`config.mk`:
```
export PLATFORM = sky130hd
export DESIGN_NAME = unicode_escape_to_utf8_unescaper_core
export DESIGN_NICKNAME = d
export VERILOG_FILES = /design/src/rtl/core/ueu_pkg.sv /design/src/rtl/core/unicode_escape_to_utf8_unescaper_core.sv
export SDC_FILE = /design/constraint.sdc
export NUM_CORES = 1
export LEC_CHECK = 0
export BUFFER_PORTS_ARGS = -buffer_cell sky130_fd_sc_hd__buf_2
export CAP_MARGIN = 20
export CORE_UTILIZATION = 50
export CTS_BUF_LIST = sky130_fd_sc_hd__clkbuf_4 sky130_fd_sc_hd__clkbuf_8
export CTS_CLUSTER_DIAMETER = 120
export DETAILED_ROUTE_END_ITERATION = 8
export PLACE_DENSITY = 0.72
export SKIP_LAST_GASP = 1
export SLEW_MARGIN = 20
export SYNTH_ARGS = -nofsm -noshare
export SYNTH_HDL_FRONTEND = slang
export SYNTH_SLANG_ARGS = --single-unit
```
`constraint.sdc`:
```
create_clock -name clk -period 4.93 [get_ports clk]
set_input_delay 0.7395 -clock clk [delete_from_list [all_inputs] [get_ports clk]]
set_output_delay 0.7395 -clock clk [all_outputs]
set_load 0.03 [all_outputs]
```
`src/rtl/core/ueu_pkg.sv`:
```
// Package for the unicode escape to UTF-8 unescaper core.
// Holds the byte and UTF-8 constants, the result buffer type and the hex digit helper.
// It has no dependencies.
package ueu_pkg;

  localparam int unsigned HEX_DIGITS  = 4;
  localparam int unsigned HEX_REM_W   = 3;
  localparam int unsigned CODE_W      = 16;
  localparam int unsigned MAX_RESULTS = 5;
  localparam int unsigned RES_CNT_W   = 3;

  localparam logic [7:0] CHR_BACKSLASH = 8'h5C;
  localparam logic [7:0] CHR_QUOTE     = 8'h22;
  localparam logic [7:0] CHR_U         = 8'h75;
  localparam logic [7:0] CHR_LBRACE    = 8'h7B;
  localparam logic [7:0] CHR_RBRACE    = 8'h7D;
  localparam logic [7:0] CHR_NUL       = 8'h00;

  localparam logic [7:0] UTF8_LEAD2 = 8'hC0;
  localparam logic [7:0] UTF8_LEAD3 = 8'hE0;
  localparam logic [7:0] UTF8_CONT  = 8'h80;

  localparam logic [CODE_W-1:0] ONE_BYTE_MAX = 16'h007F;
  localparam logic [CODE_W-1:0] TWO_BYTE_MAX = 16'h07FF;

  typedef logic [7:0] byte_t;
  typedef byte_t res_buf_t [MAX_RESULTS];

  // Bit 4 marks a valid hex digit, bits 3:0 hold its value.
  function automatic logic [4:0] hex_value(input byte_t b);
    logic [4:0] r;
    r = 5'd0;
    if (b >= 8'h30 && b <= 8'h39) begin
      r = {1'b1, 4'(b - 8'h30)};
    end else if (b >= 8'h61 && b <= 8'h66) begin
      r = {1'b1, 4'(b - 8'h57)};
    end else if (b >= 8'h41 && b <= 8'h46) begin
      r = {1'b1, 4'(b - 8'h37)};
    end
    return r;
  endfunction

endpackage

```
`src/rtl/core/unicode_escape_to_utf8_unescaper_core.sv`:
```
// Unicode escape to UTF-8 unescaper: byte stream in, unescaped UTF-8 byte stream out.
// Each accepted byte is decoded into a burst of up to four result bytes.
// The first result of a byte, if any, is offered from the registered output buffer in the cycle after its transfer.
// Throughput: one input byte per cycle while each byte yields at most one result and m_tready
// is high; a byte yielding more results holds off the next input until its last result is taken.
// Reset (rst, synchronous) empties the output buffer and clears all decode state.
module unicode_escape_to_utf8_unescaper_core (
  input  logic                 clk,
  input  logic                 rst,
  input  logic                 s_tvalid,
  output logic                 s_tready,
  input  ueu_pkg::byte_t       s_tdata,   // [7:0] in_byte
  input  logic                 s_tlast,   // in_last
  output logic                 m_tvalid,
  input  logic                 m_tready,
  output ueu_pkg::byte_t       m_tdata,   // [7:0] out_byte
  output logic                 m_tlast,   // run_end
  output logic                 m_tuser    // [0] string_end
);
  import ueu_pkg::*;

  logic                 pending_valid, pending_valid_next;
  byte_t                pending_byte, pending_byte_next;
  logic [HEX_REM_W-1:0] hex_remaining, hex_remaining_next;
  logic [CODE_W-1:0]    hex_accum, hex_accum_next;
  logic                 hex_stopped, hex_stopped_next;
  logic                 hex_seen_digit, hex_seen_digit_next;
  logic [CODE_W-1:0]    previous_code, previous_code_next;

  res_buf_t             res_q, res_next;
  logic [RES_CNT_W-1:0] cnt_q, cnt_next;
  logic [RES_CNT_W-1:0] idx_q;
  logic                 term_q, term_next;

  logic                 s_acc, m_pop, m_done;
  logic                 esc;
  logic [CODE_W-1:0]    code;
  logic [4:0]           hv;

  assign m_tvalid = (cnt_q != '0);
  assign m_tdata  = res_q[idx_q];
  assign m_tlast  = (idx_q == cnt_q - RES_CNT_W'(1));
  assign m_tuser  = m_tlast && term_q;
  assign m_pop    = m_tvalid && m_tready;
  assign m_done   = m_pop && m_tlast;
  assign s_tready = (cnt_q == '0) || m_done;
  assign s_acc    = s_tvalid && s_tready;
  assign hv       = hex_value(s_tdata);

  always_comb begin
    pending_valid_next  = pending_valid;
    pending_byte_next   = pending_byte;
    hex_remaining_next  = hex_remaining;
    hex_accum_next      = hex_accum;
    hex_stopped_next    = hex_stopped;
    hex_seen_digit_next = hex_seen_digit;
    previous_code_next  = previous_code;
    res_next            = '{default: CHR_NUL};
    cnt_next            = '0;
    term_next           = 1'b0;
    esc                 = 1'b0;
    code                = previous_code;

    if (hex_remaining != '0) begin
      if (!hex_stopped && hv[4]) begin
        hex_accum_next      = {hex_accum[CODE_W-5:0], hv[3:0]};
        hex_seen_digit_next = 1'b1;
      end else begin
        hex_stopped_next = 1'b1;
      end
      hex_remaining_next = hex_remaining - HEX_REM_W'(1);
      esc = (hex_remaining_next == '0) || s_tlast;
    end else if (pending_valid) begin
      pending_valid_next = 1'b0;
      pending_byte_next  = CHR_NUL;
      if (pending_byte == CHR_BACKSLASH && s_tdata == CHR_U) begin
        hex_remaining_next  = HEX_REM_W'(HEX_DIGITS);
        hex_accum_next      = '0;
        hex_stopped_next    = 1'b0;
        hex_seen_digit_next = 1'b0;
        esc = s_tlast;
      end else if (pending_byte == CHR_BACKSLASH && s_tdata == CHR_QUOTE) begin
        res_next[cnt_next] = CHR_QUOTE;
        cnt_next = cnt_next + RES_CNT_W'(1);
      end else if (pending_byte == CHR_QUOTE && s_tdata == CHR_LBRACE) begin
        res_next[cnt_next] = CHR_LBRACE;
        cnt_next = cnt_next + RES_CNT_W'(1);
      end else if (pending_byte == CHR_RBRACE && s_tdata == CHR_QUOTE) begin
        res_next[cnt_next] = CHR_RBRACE;
        cnt_next = cnt_next + RES_CNT_W'(1);
      end else begin
        res_next[cnt_next] = pending_byte;
        cnt_next = cnt_next + RES_CNT_W'(1);
        pending_valid_next = 1'b1;
        pending_byte_next  = s_tdata;
      end
    end else begin
      pending_valid_next = 1'b1;
      pending_byte_next  = s_tdata;
    end

    if (esc) begin
      if (hex_seen_digit_next) begin
        previous_code_next = hex_accum_next;
      end
      code = hex_seen_digit_next ? hex_accum_next : previous_code;
      if (code <= ONE_BYTE_MAX) begin
        res_next[cnt_next] = {1'b0, code[6:0]};
        cnt_next = cnt_next + RES_CNT_W'(1);
      end else if (code <= TWO_BYTE_MAX) begin
        res_next[cnt_next] = UTF8_LEAD2 | {3'b000, code[10:6]};
        cnt_next = cnt_next + RES_CNT_W'(1);
        res_next[cnt_next] = UTF8_CONT | {2'b00, code[5:0]};
        cnt_next = cnt_next + RES_CNT_W'(1);
      end else begin
        res_next[cnt_next] = UTF8_LEAD3 | {4'b0000, code[15:12]};
        cnt_next = cnt_next + RES_CNT_W'(1);
        res_next[cnt_next] = UTF8_CONT | {2'b00, code[11:6]};
        cnt_next = cnt_next + RES_CNT_W'(1);
        res_next[cnt_next] = UTF8_CONT | {2'b00, code[5:0]};
        cnt_next = cnt_next + RES_CNT_W'(1);
      end
      hex_remaining_next  = '0;
      hex_accum_next      = '0;
      hex_stopped_next    = 1'b0;
      hex_seen_digit_next = 1'b0;
    end

    if (s_tlast) begin
      if (pending_valid_next) begin
        res_next[cnt_next] = pending_byte_next;
        cnt_next = cnt_next + RES_CNT_W'(1);
      end
      pending_valid_next  = 1'b0;
      pending_byte_next   = CHR_NUL;
      hex_remaining_next  = '0;
      hex_accum_next      = '0;
      hex_stopped_next    = 1'b0;
      hex_seen_digit_next = 1'b0;
      res_next[cnt_next]  = CHR_NUL;
      cnt_next  = cnt_next + RES_CNT_W'(1);
      term_next = 1'b1;
    end
  end

  always_ff @(posedge clk) begin
    if (rst) begin
      pending_valid  <= 1'b0;
      pending_byte   <= CHR_NUL;
      hex_remaining  <= '0;
      hex_accum      <= '0;
      hex_stopped    <= 1'b0;
      hex_seen_digit <= 1'b0;
      previous_code  <= '0;
    end else if (s_acc) begin
      pending_valid  <= pending_valid_next;
      pending_byte   <= pending_byte_next;
      hex_remaining  <= hex_remaining_next;
      hex_accum      <= hex_accum_next;
      hex_stopped    <= hex_stopped_next;
      hex_seen_digit <= hex_seen_digit_next;
      previous_code  <= previous_code_next;
    end
  end

  always_ff @(posedge clk) begin
    if (rst) begin
      cnt_q  <= '0;
      idx_q  <= '0;
      term_q <= 1'b0;
    end else if (s_acc) begin
      cnt_q  <= cnt_next;
      idx_q  <= '0;
      term_q <= term_next;
    end else if (m_done) begin
      cnt_q <= '0;
      idx_q <= '0;
    end else if (m_pop) begin
      idx_q <= idx_q + RES_CNT_W'(1);
    end
  end

  always_ff @(posedge clk) begin
    if (s_acc) begin
      res_q <= res_next;
    end
  end

  // The hex counter never exceeds the escape length.
  a_hex_range: assert property (@(posedge clk) disable iff (rst)
    hex_remaining <= HEX_REM_W'(HEX_DIGITS))
    else $error("hex counter out of range");

  // A transfer marked last leaves no held byte and no open escape behind.
  a_last_clears: assert property (@(posedge clk) disable iff (rst)
    s_acc && s_tlast |=> !pending_valid && hex_remaining == '0)
    else $error("state not cleared after last byte");

  // A transfer marked last always yields a burst that ends in the terminator.
  a_last_term: assert property (@(posedge clk) disable iff (rst)
    s_acc && s_tlast |=> m_tvalid && term_q)
    else $error("missing terminator after last byte");

  // The terminator is always the final byte of its burst and carries a zero.
  a_term_zero: assert property (@(posedge clk) disable iff (rst)
    m_tvalid && m_tuser |-> m_tlast && m_tdata == CHR_NUL)
    else $error("bad terminator");

  // The burst read position stays inside the filled part of the buffer.
  a_idx_range: assert property (@(posedge clk) disable iff (rst)
    m_tvalid |-> idx_q < cnt_q && cnt_q <= RES_CNT_W'(MAX_RESULTS))
    else $error("burst index out of range");

endmodule
```
Word level (Yosys, flattened, before mapping)
Index checks and enable logic that the tools add are counted.
Cells by class
  $lt $le $gt $ge: 19
  add/sub/neg operators: 11
  eq/ne operators: 8
  multiply operators: 0
  shift operators: 0
  reductions and logical operators: 31
  div/mod/pow operators: 0
  bitwise gates (word level): 8
  mux-type cells: 88
Operators with widths (count)
  $bwmux W40: 7
  $mux W40: 6
  $mux W8: 20
  $demux W8 S3: 5
  $mux W16: 7
  $and A40 B40 Y40: 1
  $not A40 Y40: 1
  $mux W3: 13
  $eq A8 B7 Y1 const B: 4
  $mux W1: 26
  $bmux W8 S3: 1
  $ge A4 B4 Y1 const B: 6
  $not A3 Y4: 6
  $lt A4 B1 Y1 const B: 5
  $add A3 B1 Y3 const B: 6
  $logic_and A1 B1 Y1: 17
  $eq A8 B6 Y1 const B: 2
  $ge A8 B7 Y1 const B: 2
  $le A16 B11 Y1 const B: 1
  $le A16 B7 Y1 const B: 1
  $le A8 B7 Y1 const B: 2
  $mux W5: 3
  $ge A8 B6 Y1 const B: 1
  $le A8 B6 Y1 const B: 1
  15 further kinds: 21
Storage, ports and cells
  memory bits (read-only): 0
  bits in writable memories: 0
  bits in registers: 93
  output and inout bits: 12
  input bits: 13
  memories kept: 0
  bits in latches: 0

Logic depth before layout (Yosys ltp)
Gate-level depths: netlist of the first run.
  depth in word-level cells: 24
  depth in mapped cells: 23
  depth with buffers taken out: 18

Least setup slack after synthesis of the first run
Ideal clock, no wire load.
  kind: flip-flop to flip-flop
  start: register cnt_q[0]
  end: register previous_code[10]
  path buffers: 2
  setup slack: 202 ps
  cell stages (with the launch flop): 11
  clock period less this slack: 4728 ps
  arrival: 4601 ps
  cells stage by stage: dfxtp_1 > inv_1 > ha_1 > xnor2_1 > o41ai_1 > and2_1 > clkbuf_1 > nand2_1 > clkbuf_1 > a21oi_1 > nor2_1
On the way
  longest elaborated chain between the ends: 6
  elaborated cells on any way between the ends: 9
  classes of those cells: add/sub: 1; eq/ne: 1; reduce/logical: 7
Ends and longest elaborated chain
  start, declared: line unicode_escape_to_utf8_unescaper_core.sv:31  | logic [RES_CNT_W-1:0] cnt_q, cnt_next;
  start signal, assigned: line unicode_escape_to_utf8_unescaper_core.sv:172  | cnt_q <= cnt_next;
  $sub A3 B1 Y3 or $reduce_bool A3 Y1 (tied branches): line unicode_escape_to_utf8_unescaper_core.sv:42, unicode_escape_to_utf8_unescaper_core.sv:40
  $eq A3 B3 Y1 or $logic_and A1 B1 Y1 (tied branches): line unicode_escape_to_utf8_unescaper_core.sv:42, unicode_escape_to_utf8_unescaper_core.sv:44
  $logic_and A1 B1 Y1: line unicode_escape_to_utf8_unescaper_core.sv:45  | assign m_done = m_pop && m_tlast;
  $logic_or A1 B1 Y1 (*): line unicode_escape_to_utf8_unescaper_core.sv:46  | assign s_tready = (cnt_q == '0) || m_done;
  via s_tready: line unicode_escape_to_utf8_unescaper_core.sv:11  | output logic s_tready,
  $logic_and A1 B1 Y1 (*): line unicode_escape_to_utf8_unescaper_core.sv:47  | assign s_acc = s_tvalid && s_tready;
  via s_acc: line unicode_escape_to_utf8_unescaper_core.sv:35  | logic s_acc, m_pop, m_done;
  $reduce_and A2 Y1 (no source line) (*)
  end signal, assigned: line unicode_escape_to_utf8_unescaper_core.sv:162  | previous_code <= previous_code_next;
  end, declared: line unicode_escape_to_utf8_unescaper_core.sv:28  | logic [CODE_W-1:0] previous_code, previous_code_next;
Mark *: on every way through the listed nets, which the timed path passes. The rest lies on a longest branch.
A chain may end at the register's enable or synchronous reset.

Final worst setup path of the first run
  start: input s_tdata[1]
  end: register cnt_q[2]
On the way
  longest elaborated chain between the ends: 19
  elaborated cells on any way between the ends: 58
  classes of those cells: add/sub: 8; order compare: 8; eq/ne: 3; mux: 31; reduce/logical: 8
Ends and longest elaborated chain
  start, declared: line unicode_escape_to_utf8_unescaper_core.sv:12  | input ueu_pkg::byte_t s_tdata,
  $ge A8 B7 Y1 or $le A8 B7 Y1 (tied branches): line ueu_pkg.sv:37  | end else if (b >= 8'h41 && b <= 8'h46) begin
  $logic_and A1 B1 Y1: line ueu_pkg.sv:37
  $mux W5: line ueu_pkg.sv:37
  $mux W5: line ueu_pkg.sv:35  | end else if (b >= 8'h61 && b <= 8'h66) begin
  $mux W5: line ueu_pkg.sv:33  | if (b >= 8'h30 && b <= 8'h39) begin
  $logic_and A1 B1 Y1: line unicode_escape_to_utf8_unescaper_core.sv:65  | if (!hex_stopped && hv[4]) begin
  $mux W16 or $mux W1 (tied branches): line unicode_escape_to_utf8_unescaper_core.sv:65
  $mux W16 or $mux W1 (tied branches): line unicode_escape_to_utf8_unescaper_core.sv:64  | if (hex_remaining != '0) begin
  (+3 left out)
  $mux W3: line unicode_escape_to_utf8_unescaper_core.sv:107  | if (code <= ONE_BYTE_MAX) begin
  $mux W3: line unicode_escape_to_utf8_unescaper_core.sv:102  | if (esc) begin
  $add A3 B1 Y3: line unicode_escape_to_utf8_unescaper_core.sv:132  | cnt_next = cnt_next + RES_CNT_W'(1);
  $mux W3: line unicode_escape_to_utf8_unescaper_core.sv:130  | if (pending_valid_next) begin
  $mux W3: line unicode_escape_to_utf8_unescaper_core.sv:129  | if (s_tlast) begin
  $add A3 B1 Y3: line unicode_escape_to_utf8_unescaper_core.sv:141  | cnt_next = cnt_next + RES_CNT_W'(1);
  $mux W3 (*): line unicode_escape_to_utf8_unescaper_core.sv:129
  $mux W3 (*): line unicode_escape_to_utf8_unescaper_core.sv:171  | end else if (s_acc) begin
Every way passes the cells marked *; elsewhere a longest branch is shown, timed or not. The select of a mux whose other input is x is not followed.

==> results of run 1 <==
[worst max-delay path: stages]
cell      delay (ps)
buf_2            140
inv_1             90
ha_1             230
o21bai_1         290
a21o_1           230
a21oi_1          120
or4_1            450
a32oi_1          330
and4_1           340
buf_4            180
inv_6             60
ha_1             230
nor2_1           170
o21ai_1          130
xor2_1           180
ha_1             190
nand2_1          100
nand2_1           60
o32a_1           290
o311ai_1          80
[cells by family after synthesis]
logic type	after synthesis
and+or+nand+nor	192
muxes	23
AOI/OAI and AO/OA	196
DFF	93
xor gates and xnor gates	11
adders and majority gates	15
buffers and inverters	62
[metal layers]
layer / global-route usage / wire (µm)
met3: 0.04177 / 851
met4: 0.1262 / 435
met1: 0.3635 / 6732
met2: 0.4341 / 6946
met5: 0 / 0
[sequential cells by signal (all words and copies together) (netlist names)]
name	count
term_q	1
res_q	40
idx_q	3
hex_seen_digit	1
pending_valid	1
cnt_q	3
previous_code	16
hex_stopped	1
pending_byte	8
hex_remaining	3
hex_accum	16
[cell usage after synthesis, types with 3 or more instances]
master / instances / area [µm²]
nor3_1: 16 / 80.08
mux2i_1: 23 / 230.2
nor2_1: 73 / 274.0
o221ai_2: 5 / 75.07
o21a_1: 6 / 45.04
a22oi_1: 11 / 82.58
ha_1: 15 / 187.7
a32oi_1: 3 / 26.28
nand2_1: 31 / 116.4
o2111ai_1: 4 / 35.03
a32o_1: 3 / 30.03
a211oi_2: 3 / 37.54
clkbuf_1: 28 / 105.1
a22o_1: 26 / 227.7
o221ai_1: 3 / 26.28
xor2_1: 3 / 26.28
nand2b_1: 14 / 87.58
and4_1: 3 / 26.28
a21oi_1: 42 / 210.2
o21ai_1: 5 / 25.02
inv_1: 20 / 75.07
a211o_1: 4 / 35.03
edfxtp_1: 40 / 1201
or3_1: 4 / 25.02
o32a_1: 3 / 30.03
nor2b_1: 3 / 18.77
and2_1: 5 / 31.28
o21ai_0: 12 / 60.06
nand3_1: 16 / 80.08
nand3b_1: 4 / 30.03
o22ai_1: 19 / 118.9
a211oi_1: 9 / 67.56
buf_2: 7 / 35.03
dfxtp_1: 53 / 1061
o21bai_1: 3 / 22.52
xnor2_1: 8 / 70.07
a21o_1: 3 / 22.52
[power groups by stage]
stage	Sequential (mW)	Combinational (mW)	Clock [mW]
after CTS	0.950	0.659	0.558
after global placement	0.963	0.646	0
final	0.950	0.669	0.545
after global routing	0.959	0.723	0.587
after detailed placement	0.968	0.656	0
after floorplan	0.956	0.486	0
[repair_timing]
item / in CTS / in global routing
hold buffers: 0 / 0
endpoints found under the setup margin: 0 / 1
resized for setup: 0 / 1
[layout make-up]
type                       instances  area share
clock buffer                       9     0.02025
clock inverter                     7     0.01371
inverter                          21     0.01371
multi-input combinational        437      0.4998
sequential                        93      0.3699
tap                              140     0.02864
timing repair buffer              52     0.05401
[worst paths after layout]
path | start | end
max | s_tdata[1] | cnt_q[2]$_SDFFE_PP0P_
min | previous_code[1]$_SDFFE_PP0P_ | previous_code[1]$_SDFFE_PP0P_
max reg2reg | hex_remaining[0]$_SDFFE_PP0P_ | cnt_q[2]$_SDFFE_PP0P_
min reg2reg | previous_code[1]$_SDFFE_PP0P_ | previous_code[1]$_SDFFE_PP0P_
[through the flow]
stage | power [mW] | cells | hold WS, ps | cell area (µm²) | utilization
detailed placement | 1.624 | 743 | 456.6 | 5906 | 0.5448
floorplan | 1.442 | 592 | 436.5 | 5578 | -
global route | 2.268 | 759 | 488.9 | 6116 | 0.5642
CTS | 2.166 | 759 | 470.1 | 6113 | 0.5639
global placement | 1.609 | 743 | 447.6 | 5906 | 0.5448
finish | 2.165 | 759 | 471.5 | 6116 | 0.5642
==> flow_metrics.env, run 1 <==
export IMPL_layout_common_cells="nor2_1 (73), dfxtp_1 (53), a21oi_1 (42)"
export IMPL_post_cts_buffers=0
export IMPL_area_growth_syn_to_layout_pct=9.646
export IMPL_synthDistinctLibCells=90
export IMPL_synth_nets=620
export IMPL_seqPwrFrac=0.439
export IMPL_cts_tree="built"
export IMPL_synth_adder_area_share=0.03365
export IMPL_pre_cts_ws_ps=222.5
export IMPL_io_pins=25
export IMPL_fin_crit_sh=0.8833
export IMPL_status="finished clean"
export IMPL_clockBufferDepth=2
export IMPL_rrSetupSlack_ps=690
export IMPL_overflow=0
export IMPL_regArea_mm2=0.002262
export IMPL_intPower_mw=1.367
export IMPL_gp_congestion=0.9332
export IMPL_muxShareOfSynthArea=0.04127
export IMPL_port_buffers=24
export IMPL_clkTransAtPathRegs_ps=100
export IMPL_die_w_um=107.6
export IMPL_post_route_min_period_ps=4355
export IMPL_reg2reg_depth=18
export IMPL_p_per_area_mw_per_mm2=353.9
export IMPL_vdd_ir_drop_max_v=0.0002394
export IMPL_synth_seq_cells=93
export IMPL_worstSetupEndpointType="flop"
export IMPL_grt_pass1_wl_mm=24.07
export IMPL_drc=0
export IMPL_die_area_mm2=0.01158
export IMPL_synth_compound_area_frac=0.2734
export IMPL_min_path_cells=2
export IMPL_n_antenna_cell=0
export IMPL_clk_latency_ps=390
export IMPL_num_rows=38
export IMPL_worstPathRequired_ps=5230
export IMPL_layout_commonest_cell="nor2_1"
export IMPL_vias=4897
export IMPL_tritoncts_num_buffers=9
export IMPL_drt_iter0_drc=465
export IMPL_grt_pass1_vias=4516
export IMPL_arrival_ps=4660
export IMPL_ant_nets=0
export IMPL_grt_max_degree=42
export IMPL_cap_violations=0
export IMPL_wl_per_cell_um=19.72
export IMPL_multi_input_area_mm2=0.003057
export IMPL_synth_edff_count=40
export IMPL_drive_gt1_frac=0.1599
export IMPL_p_clk_frac=0.252
export IMPL_routed_wl_mm=14.97
export IMPL_htreeDepth=3
export IMPL_synth_xor_area_share=0.01727
export IMPL_seq_area_frac_synth=0.4056
export IMPL_rsz0062_at_grt="no"
export IMPL_start_util=0.5145
export IMPL_cellLeakagePower_nw=2.212
export IMPL_syn_inst=592
export IMPL_p_sw_mw=0.7974
export IMPL_synth_area_per_cell_um2=9.422
export IMPL_synth_top_family_by_area="compound AO/OA/AOI/OAI gates"
export IMPL_hold_class="flop to flop"
export IMPL_finalSetupViolations=0
export IMPL_antenna_found_initial=0
export IMPL_crit_fanout=10
export IMPL_first_pass_iters=5
export IMPL_nFillCells=1001
export IMPL_grtUsageTotal=0.2728
export IMPL_setup_tns_ps=0
export IMPL_critPathLaunchType="input port"
export IMPL_viasPerCell=6.452
export IMPL_setup_slack_ps=575.3
export IMPL_root_buffer="clkbuf_8"
export IMPL_tightest_slew_ps=906.6
export IMPL_fin_skew_ps=16.27
export IMPL_slew_viol_final=0
export IMPL_synth_warnings=0
export IMPL_nNetsFinal=642
export IMPL_cts_num_sinks=93
export IMPL_switching_share=0.3684
export IMPL_synth_simple_area_share=0.1806
export IMPL_combPwrFrac=0.309
export IMPL_synth_async_reset_ratio=0
export IMPL_hold_viol=0
export IMPL_dp_final_hpwl_mm=10.96
export IMPL_relSlewSlack=0.3941
export IMPL_ys_flop_type="dfxtp_1"
export IMPL_core_area_mm2=0.01084
export IMPL_synthesis_area_mm2=0.005578
export IMPL_fmaxAchievable_mhz=229.6
export IMPL_timing_worst_setup_path_type="input port to flop"
export IMPL_dieHeight_um=107.6
Power figures use the tool's default switching activity.
==> run 2: changes to the inputs <==
--- a/config.mk
+++ b/config.mk
@@ -12,6 +12,7 @@
 export CTS_CLUSTER_DIAMETER = 120
 export DETAILED_ROUTE_END_ITERATION = 8
 export PLACE_DENSITY = 0.72
+export RECOVER_POWER = 50
 export SKIP_LAST_GASP = 1
 export SLEW_MARGIN = 20
 export SYNTH_ARGS = -nofsm -noshare
==> flow_metrics.env, run 2 (same netlist as run 1, synthesis figures left out) <==
export IMPL_place_area_mm2=0.005906
export IMPL_postLayoutCellArea_mm2=0.006090
export IMPL_crit_top_cell="ha_1"
export IMPL_p_sw_mw=0.8011
export IMPL_die_area_mm2=0.01158
export IMPL_min_path_cells=2
export IMPL_viasPerCell=6.489
export IMPL_max_stage_delay_ps=450
export IMPL_port_buffers=24
export IMPL_dp_final_hpwl_mm=10.96
export IMPL_finalSetupViolations=0
export IMPL_fin_cells=759
export IMPL_nNetsFinal=642
export IMPL_grt_pass1_vias=4516
export IMPL_cp_num_cells=20
export IMPL_layout_common_cells="nor2_1 (73), dfxtp_1 (53), a21oi_1 (42)"
export IMPL_timing_worst_setup_path_type="input port to flop"
export IMPL_vias=4925
export IMPL_use_met3=0.04177
export IMPL_io_pins=25
export IMPL_drt_iter0_drc=448
export IMPL_switching_share=0.3706
export IMPL_fin_crit_sh=0.8817
export IMPL_cellLeakagePower_nw=2.163
export IMPL_violations="capacitance limit, slew limit"
export IMPL_grtUsageTotal=0.2728
export IMPL_die_w_um=107.6
export IMPL_clockBufferDepth=2
export IMPL_seqPwrFrac=0.441
export IMPL_rsz0062_at_grt="no"
export IMPL_use_met2=0.4341
export IMPL_reg2reg_depth=18
export IMPL_top_regs="res_q x40, hex_accum x16, previous_code x16"
export IMPL_routed_wl_mm=14.97
export IMPL_grt_pass1_wl_mm=24.07
export IMPL_cts_tree="built"
export IMPL_wl_per_cell_um=19.72
export IMPL_critPathLaunchType="input port"
export IMPL_p_clk_frac=0.254
export IMPL_slew_viol_final=42
export IMPL_combPwrFrac=0.305
export IMPL_fin_skew_ps=16.49
export IMPL_dp_cells=743
export IMPL_relSlewSlack=-0.3573
export IMPL_intPower_mw=1.361
export IMPL_tightest_slew_ps=2036
export IMPL_clkTransAtPathRegs_ps=100
export IMPL_crit_fanout=10
export IMPL_n_antenna_cell=0
export IMPL_cp_top_family="compound AO/OA/AOI/OAI gates"
export IMPL_first_pass_iters=6
export IMPL_hold_viol=0
export IMPL_dieHeight_um=107.6
export IMPL_area_growth_syn_to_layout_pct=9.175
export IMPL_grt_max_degree=42
export IMPL_ant_nets=0
export IMPL_setup_tns_ps=0
export IMPL_grt_busiest_layer="met2"
export IMPL_status="finished with violations"
export IMPL_drc=0
export IMPL_core_area_mm2=0.01084
export IMPL_crit_slowest_cell="or4_1"
export IMPL_htreeDepth=3
export IMPL_grt_util_met1=0.3635
export IMPL_crit_path_cell_trace="buf_2 > inv_1 > ha_1 > o21bai_1 > a21o_1 > a21oi_1 > or4_1 > a32oi_1 > and4_1 > buf_4 > inv_6 > ha_1 > nor2_1 > o21ai_1 > xor2_1 > ha_1 > nand2_1 > nand2_1 > o32a_1 > o311ai_1"
export IMPL_cts_num_sinks=93
export IMPL_overflow=0
export IMPL_cap_violations=1
export IMPL_p_per_area_mw_per_mm2=355.0
export IMPL_drive_gt1_frac=0.1357
export IMPL_root_buffer="clkbuf_8"
export IMPL_fmaxAchievable_mhz=230.0
export IMPL_crit_buf_inv=4
export IMPL_start_util=0.5145
export IMPL_worstPathRequired_ps=5240
export IMPL_clk_latency_ps=400
export IMPL_num_rows=38
export IMPL_largest_reg_flops=40
export IMPL_gp_congestion=0.9332
export IMPL_post_route_min_period_ps=4347
export IMPL_layout_commonest_cell="nor2_1"
export IMPL_worstSetupEndpointType="flop"
export IMPL_final_util=0.5618
export IMPL_arrival_ps=4660
export IMPL_largest_register="res_q"
export IMPL_hold_class="flop to flop"
export IMPL_antenna_found_initial=0
export IMPL_tritoncts_num_buffers=9
export IMPL_vdd_ir_drop_max_v=0.0002403
## run 2: cell count changes in the layout (fill, tap and decap cells not counted), sizes merged
cell	previous run	this run
clkbuf	9	23
buf	52	38
## run 2: metal layers
metal  vias up  part of all wire
met3        41             0.060
met5         -                 0
li1       2290                 -
met2       206              0.47
met4         0             0.032
met1      2388              0.44
## run 2: through the flow
stage / power [mW] / worst slack (ps) / hold slack, ps
detailed placement: 1.624 / 222.5 / 456.6
floorplan: 1.442 / 201.5 / 436.5
finish: 2.162 / 583.1 / 472.6
global route: 2.263 / 253.4 / 488.9
global placement: 1.609 / 350.6 / 447.6
CTS: 2.166 / 512.1 / 470.1
## run 2: timing repair
item / 4_1_cts / 5_1_grt
gates resized for setup: 0 / 1
endpoints found under the setup margin: 0 / 1
hold buffers: 0 / 0
setup buffers: 0 / 0
## run 2: cell type report
type	count	area (µm²)
clock inverters	7	83.83
flip-flops and latches	93	2262
clock buffers	9	123.9
repair buffers	52	305.3
fillers	1016	4751
multi-input cells	437	3055
well taps	140	175.2
inverters	21	83.83
## run 2: worst min-delay path, stage by stage (launching register included)
cell	delay, ps
dfxtp_1	320
nand2_1	50
a21oi_1	60
## run 2: final timing paths
path | start | end | slack [ps]
hold / removal | previous_code[1]$_SDFFE_PP0P_ | previous_code[1]$_SDFFE_PP0P_ | 470
hold reg to reg | previous_code[1]$_SDFFE_PP0P_ | previous_code[1]$_SDFFE_PP0P_ | 470
setup reg to reg | hex_remaining[0]$_SDFFE_PP0P_ | cnt_q[2]$_SDFFE_PP0P_ | 680
setup / recovery | s_tdata[1] | cnt_q[2]$_SDFFE_PP0P_ | 580
## run 2: power groups by stage
stage / combinational [mW] / sequential (mW) / clock (mW)
floorplan: 0.486 / 0.956 / 0
global placement: 0.646 / 0.963 / 0
detailed placement: 0.656 / 0.968 / 0
CTS: 0.659 / 0.950 / 0.558
global route: 0.713 / 0.963 / 0.587
finish: 0.658 / 0.954 / 0.549
==> run 3: changes to the inputs <==
--- a/config.mk
+++ b/config.mk
@@ -13,6 +13,7 @@
 export DETAILED_ROUTE_END_ITERATION = 8
 export PLACE_DENSITY = 0.72
 export RECOVER_POWER = 50
+export REMOVE_ABC_BUFFERS = 1
 export SKIP_LAST_GASP = 1
 export SLEW_MARGIN = 20
 export SYNTH_ARGS = -nofsm -noshare
==> flow_metrics.env, run 3 (same netlist as run 1, synthesis figures left out) <==
export IMPL_status="finished with violations"
export IMPL_violations="capacitance limit, slew limit"
export IMPL_fin_skew_ps=15.60
export IMPL_critPathLaunchType="input port"
export IMPL_dieHeight_um=107.6
export IMPL_finalSetupViolations=0
export IMPL_port_buffers=24
export IMPL_reg2reg_depth=20
export IMPL_cellLeakagePower_nw=2.193
export IMPL_io_pins=25
export IMPL_nFillCells=999
export IMPL_min_path_cells=2
export IMPL_arrival_ps=4790
export IMPL_htreeDepth=3
export IMPL_regArea_mm2=0.002262
export IMPL_p_per_area_mw_per_mm2=365.3
export IMPL_num_rows=38
export IMPL_vdd_ir_drop_max_v=0.0002476
export IMPL_cts_tree="built"
export IMPL_post_cts_buffers=0
export IMPL_viasPerCell=6.389
export IMPL_core_area_mm2=0.01084
export IMPL_worstSetupEndpointType="flop"
export IMPL_tritoncts_num_buffers=9
export IMPL_combPwrFrac=0.293
export IMPL_fin_crit_sh=0.9105
export IMPL_gp_congestion=0.9067
export IMPL_min_delay_start="previous_code[2]$_SDFFE_PP0P_"
export IMPL_multi_input_area_mm2=0.003047
export IMPL_grt_pass1_vias=4550
export IMPL_fin_hold_ws_ps=468.7
export IMPL_drc=0
export IMPL_ant_nets=0
export IMPL_final_util=0.5653
export IMPL_r2r_start="hex_remaining[0]$_SDFFE_PP0P_"
export IMPL_clkTransAtPathRegs_ps=90
export IMPL_min_to="previous_code[2]$_SDFFE_PP0P_"
export IMPL_cts_resized=0
export IMPL_wl_per_cell_um=19.55
export IMPL_antenna_found_initial=0
export IMPL_slew_viol_final=42
export IMPL_setup_slack_ps=441.4
export IMPL_area_growth_syn_to_layout_pct=9.870
export IMPL_grt_max_degree=42
export IMPL_dp_final_hpwl_mm=11.00
export IMPL_p_clk_frac=0.280
export IMPL_tightest_slew_ps=2029
export IMPL_timing_worst_setup_path_type="input port to flop"
export IMPL_switching_share=0.3474
export IMPL_die_area_mm2=0.01158
export IMPL_crit_fanout=13
export IMPL_post_route_min_period_ps=4489
export IMPL_top_regs="res_q x40, hex_accum x16, previous_code x16"
export IMPL_drive_gt1_frac=0.1355
export IMPL_clk_latency_ps=400
export IMPL_hold_class="flop to flop"
export IMPL_die_w_um=107.6
export IMPL_intPower_mw=1.461
export IMPL_start_util=0.5145
export IMPL_cap_violations=1
export IMPL_layout_common_cells="nor2_1 (73), dfxtp_1 (53), a21oi_1 (42)"
export IMPL_vias=4856
export IMPL_power_total_mw=2.239
export IMPL_grtUsageTotal=0.2722
export IMPL_overflow=0
export IMPL_largest_register="res_q"
export IMPL_rsz0062_at_grt="no"
export IMPL_routed_wl_mm=14.86
export IMPL_largest_reg_flops=40
export IMPL_r2r_end="cnt_q[2]$_SDFFE_PP0P_"
export IMPL_layout_commonest_cell="nor2_1"
export IMPL_grt_pass1_wl_mm=23.96
export IMPL_fmaxAchievable_mhz=222.8
export IMPL_root_buffer="clkbuf_8"
export IMPL_cts_num_sinks=93
export IMPL_p_sw_mw=0.7778
export IMPL_nNetsFinal=643
export IMPL_holdBufCountCts=0
export IMPL_pre_cts_ws_ps=140.2
export IMPL_first_pass_iters=5
export IMPL_seqPwrFrac=0.426
export IMPL_relSlewSlack=-0.3529
export IMPL_rrSetupSlack_ps=660
export IMPL_n_antenna_cell=0
export IMPL_clockBufferDepth=2
export IMPL_hold_viol=0
export IMPL_drt_iter0_drc=365
export IMPL_worstPathRequired_ps=5230
run 3: changes by cell type in the layout (fill, tap and decap cells not counted):
cell        delta
clkinvlp_4     -3
buf_4          +2
bufinv_16      +2
clkinvlp_2     +2
clkbuf_1       -1
clkinv_4       -1
inv_6          +1
inv_8          -1
nor2b_1        +1
nor2b_2        -1
nor4_1         +1
nor4_2         -1
run 3: worst max path at each step:
stage	from	to	slack, ps	depth (start not counted)
final	s_tdata[1]	cnt_q[2]$_SDFFE_PP0P_	440	20
after global placement	s_tdata[1]	cnt_q[2]$_SDFFE_PP0P_	260	19
after global routing	s_tdata[0]	cnt_q[2]$_SDFFE_PP0P_	180	20
after detailed placement	s_tdata[1]	cnt_q[2]$_SDFFE_PP0P_	140	20
after CTS	s_tdata[1]	cnt_q[2]$_SDFFE_PP0P_	520	20
after floorplan	idx_q[0]$_SDFFE_PP0P_	hex_accum[0]$_SDFFE_PP0P_	-720	8
run 3: layout make-up:
class / count / area share
clock inverter: 7 / 0.01960
timing repair buffer: 53 / 0.05165
multi-input combinational: 437 / 0.4971
tap: 140 / 0.02858
inverter: 21 / 0.01368
sequential: 93 / 0.3691
clock buffer: 9 / 0.02021
run 3: layer usage:
| layer | global-route usage | vias up | part of all wire |
|---|---|---|---|
| li1 | - | 2291 | - |
| met1 | 0.3540 | 2340 | 0.45 |
| met2 | 0.4304 | 179 | 0.46 |
| met3 | 0.06295 | 46 | 0.060 |
| met4 | 0.1194 | 0 | 0.032 |
| met5 | 0 | - | 0 |
run 3: worst max-delay path, stage by stage:
cell and delay (ps):
buf_2 150, inv_1 90, ha_1 250, o21bai_1 270
a21o_1 210, a21oi_1 160, or4_1 480, a32oi_1 350
and4_1 330, buf_4 160, inv_6 60, ha_1 240
nor2_1 170, o21ai_1 180, xor2_1 200, ha_1 210
nand2_1 100, nand2_1 60, o32a_1 290, o311ai_1 80
run 3: power groups by stage:
stage	Clock, mW	Combinational [mW]	Sequential [mW]
global placement	0	0.649	0.965
finish	0.628	0.656	0.954
detailed placement	0	0.657	0.968
floorplan	0	0.450	0.961
global route	0.665	0.709	0.964
CTS	0.636	0.659	0.950
run 3: through the flow:
stage	area (µm²)	TNS, ps	cells
4_1_cts	6157	0	760
6_report	6128	0	760
2_1_floorplan	5393	-10600	551
3_5_place_dp	5913	0	744
3_3_place_gp	5913	0	744
5_1_grt	6128	0	760
